<file path="src/rtl/core/pmacc_pkg.sv">
// ----------------------------------------------------------------------------
// pmacc_pkg
// widths, register indexes and word types of the momentum accumulator
// ----------------------------------------------------------------------------
package pmacc_pkg;

    // field widths
    localparam int DATA_WIDTH = 16;
    localparam int ACC_WIDTH  = 48;
    localparam int FRAC_BITS  = 8;
    localparam int MASS_W     = 16;
    localparam int ROW_W      = 3 * DATA_WIDTH;

    // derived arithmetic widths
    localparam int LIN_PROD_W = MASS_W + 1 + DATA_WIDTH;
    localparam int LIN_W      = LIN_PROD_W - FRAC_BITS;
    localparam int CROSS_W    = DATA_WIDTH + LIN_W;
    localparam int INER_W     = 2 * DATA_WIDTH;
    localparam int ANG_W      = ((CROSS_W + 1) > (INER_W + 2) ? (CROSS_W + 1) : (INER_W + 2)) + 1;
    localparam int ANG_TERM_W = ANG_W - FRAC_BITS;

    // configuration port
    localparam int CFG_INDEX_W = 3;
    localparam int CFG_DATA_W  = ROW_W;

    localparam logic [CFG_INDEX_W-1:0] REG_BODY_MODE = 3'd0;
    localparam logic [CFG_INDEX_W-1:0] REG_MASS      = 3'd1;
    localparam logic [CFG_INDEX_W-1:0] REG_ROW_ZERO  = 3'd2;
    localparam logic [CFG_INDEX_W-1:0] REG_ROW_ONE   = 3'd3;
    localparam logic [CFG_INDEX_W-1:0] REG_ROW_TWO   = 3'd4;

    // reset values: unit mass, identity inertia
    localparam logic [MASS_W-1:0] MASS_RESET     = 16'd256;
    localparam logic [ROW_W-1:0]  ROW_ZERO_RESET = 48'd256;
    localparam logic [ROW_W-1:0]  ROW_ONE_RESET  = 48'd16777216;
    localparam logic [ROW_W-1:0]  ROW_TWO_RESET  = 48'd1099511627776;

    // default queue depth between front and back
    localparam int DEF_QUEUE_DEPTH = 4;

    typedef struct packed {
        logic signed [DATA_WIDTH-1:0] pos_x;
        logic signed [DATA_WIDTH-1:0] pos_y;
        logic signed [DATA_WIDTH-1:0] pos_z;
        logic signed [DATA_WIDTH-1:0] vel_x;
        logic signed [DATA_WIDTH-1:0] vel_y;
        logic signed [DATA_WIDTH-1:0] vel_z;
        logic signed [DATA_WIDTH-1:0] spin_x;
        logic signed [DATA_WIDTH-1:0] spin_y;
        logic signed [DATA_WIDTH-1:0] spin_z;
        logic                         last_item;
    } in_word_t;

    typedef struct packed {
        logic signed [ACC_WIDTH-1:0] lin_mom_x;
        logic signed [ACC_WIDTH-1:0] lin_mom_y;
        logic signed [ACC_WIDTH-1:0] lin_mom_z;
        logic signed [ACC_WIDTH-1:0] ang_mom_x;
        logic signed [ACC_WIDTH-1:0] ang_mom_y;
        logic signed [ACC_WIDTH-1:0] ang_mom_z;
    } out_word_t;

    // classified item between front and back
    typedef struct packed {
        logic signed [DATA_WIDTH-1:0] pos_x;
        logic signed [DATA_WIDTH-1:0] pos_y;
        logic signed [DATA_WIDTH-1:0] pos_z;
        logic signed [LIN_W-1:0]      lin_x;
        logic signed [LIN_W-1:0]      lin_y;
        logic signed [LIN_W-1:0]      lin_z;
        logic signed [DATA_WIDTH-1:0] spin_x;
        logic signed [DATA_WIDTH-1:0] spin_y;
        logic signed [DATA_WIDTH-1:0] spin_z;
        logic                         last_item;
    } queue_entry_t;

    typedef struct packed {
        logic [ROW_W-1:0] row_two;
        logic [ROW_W-1:0] row_one;
        logic [ROW_W-1:0] row_zero;
    } inertia_t;

endpackage

</file>
<file path="src/rtl/core/pmacc_queue.sv">
// ----------------------------------------------------------------------------
// pmacc_queue
// short first-in first-out queue between front and back
// ----------------------------------------------------------------------------
module pmacc_queue #(
    parameter int DEPTH = pmacc_pkg::DEF_QUEUE_DEPTH
) (
    input  logic                     clk,
    input  logic                     rst_n,
    input  logic                     push,
    input  pmacc_pkg::queue_entry_t  push_data,
    output logic                     full,
    input  logic                     pop,
    output pmacc_pkg::queue_entry_t  pop_data,
    output logic                     empty
);
    import pmacc_pkg::*;

    localparam int PTR_W = $clog2(DEPTH);
    localparam int CNT_W = $clog2(DEPTH + 1);

    queue_entry_t        slots [DEPTH];
    logic [PTR_W-1:0]    wr_ptr_reg;
    logic [PTR_W-1:0]    rd_ptr_reg;
    logic [CNT_W-1:0]    count_reg;
    logic [CNT_W-1:0]    count_next;
    logic                push_en;
    logic                pop_en;

    assign full     = (count_reg == CNT_W'(DEPTH));
    assign empty    = (count_reg == '0);
    assign push_en  = push && !full;
    assign pop_en   = pop && !empty;
    assign pop_data = slots[rd_ptr_reg];

    // entry storage
    always_ff @(posedge clk)
    begin
        if (push_en)
        begin
            slots[wr_ptr_reg] <= push_data;
        end
    end

    // occupancy
    always_comb
    begin
        case ({push_en, pop_en})
            2'b10:   count_next = count_reg + 1'b1;
            2'b01:   count_next = count_reg - 1'b1;
            default: count_next = count_reg;
        endcase
    end

    // pointers wrap at the depth
    always_ff @(posedge clk or negedge rst_n)
    begin
        if (!rst_n)
        begin
            wr_ptr_reg <= '0;
            rd_ptr_reg <= '0;
            count_reg  <= '0;
        end
        else
        begin
            count_reg <= count_next;
            if (push_en)
            begin
                wr_ptr_reg <= (wr_ptr_reg == PTR_W'(DEPTH - 1)) ? '0 : wr_ptr_reg + 1'b1;
            end
            if (pop_en)
            begin
                rd_ptr_reg <= (rd_ptr_reg == PTR_W'(DEPTH - 1)) ? '0 : rd_ptr_reg + 1'b1;
            end
        end
    end

endmodule

</file>
<file path="config.mk">
export PLATFORM = sky130hd
export DESIGN_NAME = pmacc_queue
export DESIGN_NICKNAME = d
export VERILOG_FILES = /design/src/rtl/core/pmacc_pkg.sv /design/src/rtl/core/pmacc_queue.sv
export SDC_FILE = /design/constraint.sdc
export NUM_CORES = 1
export LEC_CHECK = 0
export CORE_ASPECT_RATIO = 1.2
export CORE_MARGIN = 8
export CORE_UTILIZATION = 45
export DETAILED_ROUTE_END_ITERATION = 8
export DONT_BUFFER_PORTS = 1
export SYNTH_ARGS = -nofsm -noshare
export SYNTH_HDL_FRONTEND = slang
export SYNTH_SLANG_ARGS = --single-unit
</file>
<file path="constraint.sdc">
create_clock -name clk -period 10.16 [get_ports clk]
set_input_delay 1.016 -clock clk [delete_from_list [all_inputs] [get_ports clk]]
set_output_delay 1.016 -clock clk [all_outputs]
set_load 0.005 [all_outputs]
</file>
# [After elaboration in Yosys (flattened, before gate mapping)]
# Memory sizes are Yosys's and may differ from the RTL's.
# Cells that the tools add are included.
[word_totals] ram_bits=688 inputBits=176 wordCells=24 output_inout_bits=174 n_memories=1 ff_bits=7
[memory_table] memory="slots" depth=4 word_bits=172 read_ports=1 rd_clocked_by_memory_dff=0 wr=1 line="pmacc_queue.sv:22" text="queue_entry_t slots [DEPTH];"
[op_classes] reduce_logical=6 mux=5 add_sub_neg=4 eq_ne=5
[ops] op="$eq 2x2->1 const B" count=3
[ops] op="$pmux 3 s2" count=1
[ops] op="$add 2x1->2 const B" count=2
[ops] op="$mux 2" count=2
[ops] op="$add 3x1->3 const B" count=1
[ops] op="$eq 3x3->1 const B" count=1
[ops] op="$logic_not 3->1" count=1
[ops] op="$sub 3x1->3 const B" count=1
[ops] op="$eq 2x1->1 const B" count=1
[ops] op="$logic_and 1x1->1" count=2
[ops] op="$logic_not 1->1" count=2
[ops] op="$mux 1" count=2
[ops] op="$reduce_bool 2->1" count=1

# [Depth between registers and ports, before layout]
# Gate-level depths: netlist (run 1).
[logic_depth] depth_word=5 ltp_mapped=9 ltp_nobuf=9

# [Worst setup path after synthesis (run 1)]
# No wires, ideal clock.
[synth_path] path_type="input port to flip-flop" start="in push" end="mem slots[0][0] in the netlist's numbering, enable pin" path_stages=2 setup_ns=0.553 path_buffers=0 arrival_time_ns=5.293 required_time_ns=9.607 setup_slack_ns=4.314 cell_sequence="nor2b_1 > and2_1"
[synth_via] elab_chain_cells=3
[synth_lines] item="start: declaration" line="pmacc_queue.sv:10" text="input logic push,"
[synth_lines] item="$logic_and 1x1->1" line="pmacc_queue.sv:32" text="assign push_en = push && !full;"
[synth_lines] item="$mux 1" line="pmacc_queue.sv:39" text="if (push_en)"
[synth_lines] item="$mux 1 (not written as such)" line="pmacc_queue.sv:41" text="slots[wr_ptr_reg] <= push_data;"
[synth_lines] item="end: declaration" line="pmacc_queue.sv:22"
# Every way passes these cells.

==> run summary, run 1 <==
outcome = finished clean
Max-slew headroom = 28.5%
number of flip-flops under the largest register name = 688
horizontal die dimension = 233 um
number of antenna violations at the first check in global routing = 0
clock net sink count = 695
final standard cell area without fillers = 28200 um2
Initial Utilization = 45.4%
post-detailed-route DRC marker count = 0
Max Clock Skew = 0.0146 ns
Warnings, synthesis = 0
Hold-fix buffers, CTS = 0
number of max-slew violations in the final report = 0
slew at the pin closest to its max-slew limit = 1.07 ns
placer's final routability congestion estimate = 0.702
placed cell area = 26000 um2
synthesized netlist net count = 1122
final-layout worst hold slack = 0.123 ns
post-cts gate resize count = 0
Row Count = 95
Setup crit end kind = primary output
wire length of the first global-routing pass = 71400 um
clock tree from TritonCTS = yes
total I/O pin count = 350
total wire length = 49500 um
post-layout utilization of the core = 50.4%
sequential area share after synthesis = 82.1%
mean routed wirelength per cell = 28.1 um
number of antenna-violating nets in the routed design = 0
mean post-synth cell area = 27.0 um2
Peak Freq = 0.234 GHz
total iterations of the first detailed-routing run = 4
pin count of the biggest net entering global routing = 67
layout net count = 1167
CP Launch Type = register
power per standard cell area = 294 nW/um2
placed cell count = 1640
FF+latch count, synth = 695
post-CTS setup buffers = 0
Setup Slack @ Placement = 6.31 ns
clock tree root buffer cell = clkbuf_16
buffers from clock root to sink, at most = 3
total CTS buffers = 69
Area Overhead vs Synth = 11.0%
library cells used by synthesis = 21
Clock transition at path regs = 0.06 ns
initial detailed-routing violation count = 662
final critical delay including setup and external delays = 4.27 ns
class of the most critical setup path = register to primary output
final setup margin = 5.89 ns
Die Span Y = 276 um
combined area of all synthesized cells = 25400 um2
worst hold path type = input pin to async pin
HPWL after DPL = 29600 um
Core Box Area = 55900 um2
area of the die = 64300 um2
RSZ-0062 raised after global routing = no
share of final-layout standard cells stronger than drive strength 1 = 27.7%
# H-tree levels = 3
sum of internal, switching and leakage power = 8.28 mW
cell count after synthesis = 939
Hold Fails Final Rpt = 0
period utilisation layout = 42.0%
R2R Setup Slk = 6.79 ns
IR Drop Worst-Case VDD = 0.000205 V
Final Setup Violations = 0
Total Negative Setup Slacks = 0 ns
leading cell types in the layout, fill and taps excluded = edfxtp_1 (688), mux4_2 (172), clkbuf_16 (71)
Layout Cells excl Fill = 1762
static leakage = 8.73 nW
most common cell after layout, fill and taps aside = edfxtp_1
PortBufs = 0
Worst Path Required = 9.14 ns
top fanout value on the critical path = 47
number of maximum-capacitance constraint violations = 0
total congestion overflow = 0
total vias in the final route = 9770
signal arrival time at the worst endpoint = 3.25 ns
insertion delay of the later-clocked pin in the worst-skew pair = 0.58 ns
via count of the first global-routing pass = 10300
GRT Total Usage = 15.1%
ratio of routed vias to standard cells = 5.54
count of antenna diodes in the layout = 0
==> layer usage <==
metal | up-vias | GRT usage [%] | routed length (um)
met3 | 71 | 7.93 | 6210
met1 | 5200 | 18.0 | 18400
met5 | - | 0 | 0
li1 | 4159 | - | -
met4 | 0 | 5.19 | 1170
met2 | 340 | 23.5 | 23700
==> cells in the mapped netlist <==
cell	number	area, um2
mux2i_1	1	10.0
nor3_1	1	5.00
mux2_2	4	45.0
edfxtp_1	688	20700
buf_6	8	90.1
inv_1	7	26.3
mux4_2	172	3870
and2_1	4	25.0
xor2_1	2	17.5
buf_2	17	85.1
dfrtp_1	7	175
nand2b_1	1	6.26
ha_1	6	75.1
fa_1	1	20.0
nor3b_1	1	7.51
buf_12	11	220
nor2b_1	1	6.26
xnor2_1	1	8.76
buf_4	1	7.51
nor2_1	3	11.3
clkbuf_1	2	7.51
==> final timing paths <==
path,cells after the start,start,endpoint
max,2,rd_ptr_reg[0],pop_data[152]
min,0,rst_n,count_reg[1]
max reg2reg,4,count_reg[2],slots[2][122]
min reg2reg,1,count_reg[2],count_reg[2]
max in group asynchronous,0,rst_n,rd_ptr_reg[1]
min in group clk,1,count_reg[2],count_reg[2]
==> final cells by class <==
type,instances,area (um2)
fillers,4328,27700
flip-flops and latches,695,20800
inverters,7,26.3
repair buffers,13,97.6
clock buffers,88,1850
multi-input cells,198,4120
clock inverters,34,324
well taps,727,910
==> worst max-delay path: stages, from the launching register on <==
cell     delay (ns)
dfrtp_4        1.08
buf_4          0.84
mux4_2         0.67
==> where the power goes <==
part	switching (mW)	leakage [nW]	internal, mW	total (mW)
clock network	1.02	1.05	1.42	2.44
registers	0.221	6.38	3.79	4.01
logic	1.04	1.30	0.788	1.83
==> cell families (layout without fill, tap and decap cells) <==
kind of cell             count (synthesis)  count (layout)  share of synthesized area, %
XOR/XNOR                                 3               3                         0.104
adder cells (fa/ha/maj)                  7               7                         0.375
buffers and inverters                   46             142                          1.72
flip-flops                             695             695                          82.1
AND/OR/NAND/NOR                         11              11                         0.242
multiplexers                           177             177                          15.5
(Power assumes the default switching activity.)
==> run 2, diff against run 1 <==
- clock period: 10.16 -> 4.2 ns (I/O delays scaled with it)
==> run summary, run 2 (same netlist as run 1, synthesis figures left out) <==
number of antenna violations at the first check in global routing = 6 (+6)
number of antenna-violating nets in the routed design = 0 (unchanged)
clock tree from TritonCTS = yes
final critical delay including setup and external delays = 3.00 ns
Area Overhead vs Synth = 18.7%
Final Setup Violations = 0 (unchanged)
Max Clock Skew = 0.0194 ns (+0.00479 ns)
layout net count = 1345 (+15%)
static leakage = 9.55 nW (+9.3%)
total iterations of the first detailed-routing run = 4 (unchanged)
most common cell after layout, fill and taps aside = edfxtp_1
placed cell area = 26200 um2 (+0.72%)
slew at the pin closest to its max-slew limit = 0.857 ns (-0.216 ns)
number of flip-flops under the largest register name = 688 (unchanged)
outcome = finished clean
Setup crit end kind = primary output
# H-tree levels = 3 (unchanged)
RSZ-0062 raised after global routing = no
Hold Path End = rd_ptr_reg[1]
top fanout value on the critical path = 75 (+60%)
hold-critical path depth = 2
class of the most critical setup path = register to primary output
total congestion overflow = 0 (unchanged)
Worst Path Required = 3.78 ns (-5.36 ns)
Total Negative Setup Slacks = 0 ns (unchanged)
area of the die = 64300 um2 (unchanged)
HPWL after DPL = 30300 um (+2.2%)
post-detailed-route DRC marker count = 0 (unchanged)
Hold Fails Final Rpt = 0 (unchanged)
number of max-slew violations in the final report = 0 (unchanged)
initial detailed-routing violation count = 728 (+10%)
total I/O pin count = 350 (unchanged)
total vias in the final route = 10600 (+8.0%)
ratio of routed vias to standard cells = 5.42 (-2.3%)
power per standard cell area = 679 nW/um2 (+130%)
share of final-layout standard cells stronger than drive strength 1 = 24.6% (-3.1 points)
Peak Freq = 0.334 GHz
number of maximum-capacitance constraint violations = 0 (unchanged)
final-layout worst hold slack = 0.169 ns (+0.0461 ns)
GRT Total Usage = 15.6% (+0.48 points)
Die Span Y = 276 um (unchanged)
r2r worst-path depth = 4 (unchanged)
wire length of the first global-routing pass = 75300 um (+5.4%)
IR Drop Worst-Case VDD = 0.000459 V (+120%)
worst hold path type = input pin to register
placer's final routability congestion estimate = 0.699 (-0.43%)
Core Box Area = 55900 um2 (unchanged)
launch point of the worst reg-to-reg path = count_reg[2]
Row Count = 95 (unchanged)
Hold Startpoint = pop
signal arrival time at the worst endpoint = 2.58 ns (-0.67 ns)
final standard cell area without fillers = 30100 um2 (+6.9%)
clock tree root buffer cell = clkbuf_16
leading cell types in the layout, fill and taps excluded = edfxtp_1 (688), dlygate4sd3_1 (173), mux4_2 (172)
Clock transition at path regs = 0.06 ns (about the same)
CP Launch Type = register
horizontal die dimension = 233 um (unchanged)
Initial Utilization = 45.4% (unchanged)
period utilisation layout = 71.3%
R2R Setup Slk = 1.63 ns (-5.16 ns)
mean routed wirelength per cell = 25.9 um (-7.6%)
clock net sink count = 695 (unchanged)
PortBufs = 0 (unchanged)
via count of the first global-routing pass = 11500 (+11%)
total CTS buffers = 69 (unchanged)
buffers from clock root to sink, at most = 3 (unchanged)
pin count of the biggest net entering global routing = 110 (+64%)
Max-slew headroom = 42.9% (+14 points)
insertion delay of the later-clocked pin in the worst-skew pair = 0.60 ns (+0.02 ns)
r2r endpoint = slots[3][40]
total wire length = 50500 um (+2.0%)
-- run 2: changes by cell type in the layout (fill, tap and decap cells not counted), sizes merged --
cell / delta
diode: +5
buf: +5
clkinv: -3
clkbuf: +3
inv: +1
dlygate4sd3: +173
clkinvlp: +1
-- run 2: worst max-delay path by stage --
stage	start	to	slack [ns]	cells after the start
after floorplan	count_reg[2]	slots[0][0]	0.75	3
after global placement	count_reg[2]	slots[0][51]	1.61	4
after detailed placement	count_reg[2]	slots[0][51]	1.57	4
after CTS	rd_ptr_reg[1]	pop_data[110]	1.09	2
after global routing	rd_ptr_reg[0]	pop_data[61]	1.05	2
final	rd_ptr_reg[1]	pop_data[110]	1.20	2
-- run 2: critical path: stages (launching register included) --
cell and delay [ns]:
dfrtp_4 0.98, buf_12 0.48, mux4_2 0.46
-- run 2: per-layer routing --
metal / vias to the layer above / share of wire (%) / GRT usage (%)
met5: - / 0.053 / 0
met4: 4 / 1.6 / 4.45
met3: 64 / 9.1 / 5.95
met2: 325 / 50 / 25.5
met1: 5629 / 39 / 19.4
li1: 4530 / - / -
-- run 2: power breakdown --
| part | switching, mW | internal (mW) | total, mW |
|---|---|---|---|
| combinational | 2.77 | 2.13 | 4.90 |
| sequential | 0.443 | 9.14 | 9.59 |
| clock | 2.47 | 3.48 | 5.96 |
-- run 2: per-stage QoR --
stage / util (%) / std cells / power [mW] / worst slack (ns)
3_5_place_dp: 46.9 / 1645 / 14.7 / 1.57
6_report: 53.9 / 1947 / 20.4 / 1.20
2_1_floorplan: - / 939 / 13.3 / 0.751
5_1_grt: 53.9 / 1944 / 21.4 / 1.05
3_3_place_gp: 46.9 / 1645 / 14.6 / 1.61
4_1_cts: 53.9 / 1942 / 20.9 / 1.09
-- run 2: what timing repair did --
item / in CTS / in global routing
resized for setup: 0 / 0
buffers inserted: 0 / 0
endpoints found under the hold margin: 695 / 0
hold buffers: 173 / 0
-- run 2: final cells by class --
type	instances	area (um2)
inverter	7	26.3
multi-input combinational	198	4120
tap	727	910
timing repair buffer	191	2020
clock inverter	33	318
antenna	5	12.5
clock buffer	91	1880
fill	4172	25700
sequential	695	20800
==> run 3, diff against run 2 <==
- ABC_AREA: unset -> 1
- clock period: 4.2 -> 3.1 ns (I/O delays scaled with it)
==> run summary, run 3 <==
cell at the slowest stage of the critical path = dfrtp_4
total I/O pin count = 350 (unchanged)
area share of the leading cell type in the synthesized netlist = 73.6% (-7.8 points)
post-cts gate resize count = 0 (unchanged)
clock net sink count = 695 (unchanged)
dominant cells by area after synthesis = edfxtp_1 (74%), nand2_1 (7.1%), o211ai_1 (6.6%)
pin count of the biggest net entering global routing = 175 (+59%)
sequential area share after synthesis = 74.2% (-7.9 points)
IR Drop Worst-Case VDD = 0.000984 V (+110%)
slew at the pin closest to its max-slew limit = 0.996 ns (+0.139 ns)
Core Box Area = 61900 um2 (+11%)
fraction of registers with async set or reset after synthesis = 1.01% (unchanged)
post-layout utilization of the core = 53.5% (-0.40 points)
static leakage = 12.5 nW (+31%)
Initial Utilization = 45.3% (-0.10 points)
via count of the first global-routing pass = 15700 (+37%)
worst hold path type = input pin to async pin
commonest register cell after synthesis = edfxtp_1
Peak Freq = 0.376 GHz
final-layout worst hold slack = 0.0460 ns (-0.123 ns)
FF+latch count, synth = 695 (unchanged)
Worst Path Required = 2.79 ns (-0.99 ns)
total vias in the final route = 15700 (+49%)
Warnings, synthesis = 0 (unchanged)
RSZ-0062 raised after global routing = no
GRT Total Usage = 16.7% (+1.0 points)
dominant cell by count in the synthesized netlist = edfxtp_1
HPWL after DPL = 35000 um (+16%)
signal arrival time at the worst endpoint = 2.35 ns (-0.23 ns)
number of maximum-capacitance constraint violations = 0 (unchanged)
mean routed wirelength per cell = 19.2 um (-26%)
synthesized netlist net count = 2250 (+100%)
Setup crit end kind = primary output
mean post-synth cell area = 13.6 um2 (-50%)
total CTS buffers = 71 (+2.9%)
Final Setup Violations = 0 (unchanged)
top post-synthesis cells by count = edfxtp_1 (688), nand2_1 (531), inv_1 (359)
class of the most critical setup path = register to primary output
leading cell types in the layout, fill and taps excluded = edfxtp_1 (688), nand2_1 (530), inv_1 (358)
initial detailed-routing violation count = 951 (+31%)
area of the die = 70700 um2 (+9.9%)
Total Negative Setup Slacks = 0 ns (unchanged)
final setup margin = 0.439 ns (-0.766 ns)
Hold Fails Final Rpt = 0 (unchanged)
Max Clock Skew = 0.0247 ns (+0.00526 ns)
outcome = finished clean
CP Launch Type = register
wire length of the first global-routing pass = 91700 um (+22%)
ratio of routed vias to standard cells = 5.03 (-7.2%)
placer's final routability congestion estimate = 0.732 (+4.8%)
biggest area consumer among synthesized cells = edfxtp_1
clock tree root buffer cell = clkbuf_16
number of antenna violations at the first check in global routing = 9 (+3)
Area Overhead vs Synth = 18.1%
# H-tree levels = 3 (unchanged)
layout net count = 2419 (+80%)
number of inserted filler cells in the final layout = 5008 (+20%)
period utilisation layout = 85.8%
final critical delay including setup and external delays = 2.66 ns
Row Count = 100 (+5.3%)
total iterations of the first detailed-routing run = 4 (unchanged)
number of antenna-violating nets in the routed design = 0 (unchanged)
Max-slew headroom = 33.6% (-9.3 points)
buffers from clock root to sink, at most = 3 (unchanged)
top fanout value on the critical path = 71 (-5.3%)
number of flip-flops under the largest register name = 688 (unchanged)
insertion delay of the later-clocked pin in the worst-skew pair = 0.61 ns (about the same)
crit-path cells = buf_12 -> buf_4 -> o211ai_1 -> nand2_1
library cells used by synthesis = 19 (-9.5%)
number of enable flip-flop cells after synthesis = 688 (unchanged)
Clock transition at path regs = 0.06 ns (about the same)
total congestion overflow = 0 (unchanged)
power per standard cell area = 913 nW/um2 (+35%)
post-detailed-route DRC marker count = 0 (unchanged)
PortBufs = 0 (unchanged)
combined area of all synthesized cells = 28100 um2 (+11%)
share of final-layout standard cells stronger than drive strength 1 = 10.7% (-14 points)
cell count after synthesis = 2067 (+120%)
clock tree from TritonCTS = yes
total wire length = 60000 um (+19%)
sum of internal, switching and leakage power = 30.3 mW (+48%)
Die Span Y = 290 um (+4.9%)
horizontal die dimension = 244 um (+4.8%)
Setup Slack @ Placement = 1.05 ns (-0.521 ns)
Max stage delay on crit path = 0.68 ns (-0.30 ns)
most common cell after layout, fill and taps aside = edfxtp_1
number of max-slew violations in the final report = 0 (unchanged)
run 3: worst paths after layout:
check                              startpoint       endpoint  slack [ns]  depth (start not counted)
worst min-delay path                    rst_n   count_reg[2]        0.05                          1
worst min register to register   count_reg[1]   count_reg[1]        0.50                          2
max in group asynchronous               rst_n  rd_ptr_reg[1]        2.76                          1
worst max register to register   count_reg[2]   count_reg[2]        1.19                         11
min in group clk                push_data[23]   slots[2][23]        0.40                          1
worst max-delay path            rd_ptr_reg[0]  pop_data[152]        0.44                          4
run 3: metal layers:
metal,GRT usage [%],part of all wire [%],up-vias
met5,0,0,-
met4,5.40,2.1,0
met3,5.21,7.2,85
met2,29.0,50,365
met1,19.5,40,7676
li1,-,-,7562
run 3: cell type report:
type                            instances  area (um2)  share of cell area, %
Antenna cell                           11        27.5                 0.0830
Clock buffer                           88        1900                   5.74
Multi-Input combinational cell        898        5300                   16.0
Timing Repair Buffer                  210        2250                   6.79
Tap cell                              816        1020                   3.08
Sequential cell                       695       20800                   62.9
Inverter                              360        1360                   4.10
Clock inverter                         42         444                   1.34
run 3: logic make-up after synthesis:
group / share of synthesized area [%]
compound gates: 11.0
xor+xnor: 0.0312
fa+ha+maj: 0.339
buf+inv: 7.11
flops: 74.2
simple gates: 7.33
run 3: what timing repair did:
item | in CTS | in global routing
endpoints found under the hold margin | 699 | 0
buffers inserted | 0 | 0
hold buffers | 175 | 0
setup endpoints to repair | 0 | 0
run 3: worst max-delay path: cells and delay by family (launching register included):
kind	cells	cell delay [ns]
compound gates	1	0.12
buf+inv	2	0.65
flops	1	0.68
simple gates	1	0.21
run 3: per-stage QoR:
stage          cells  area [um2]
2_1_floorplan   2067       28100
3_3_place_gp    2804       29000
3_5_place_dp    2804       29000
4_1_cts         3109       33100
5_1_grt         3115       33100
6_report        3120       33200
run 3: power breakdown:
group / switching [mW] / internal (mW) / total (mW)
clock network: 3.47 / 4.99 / 8.46
registers: 0.502 / 12.3 / 12.8
logic: 6.33 / 2.63 / 8.96
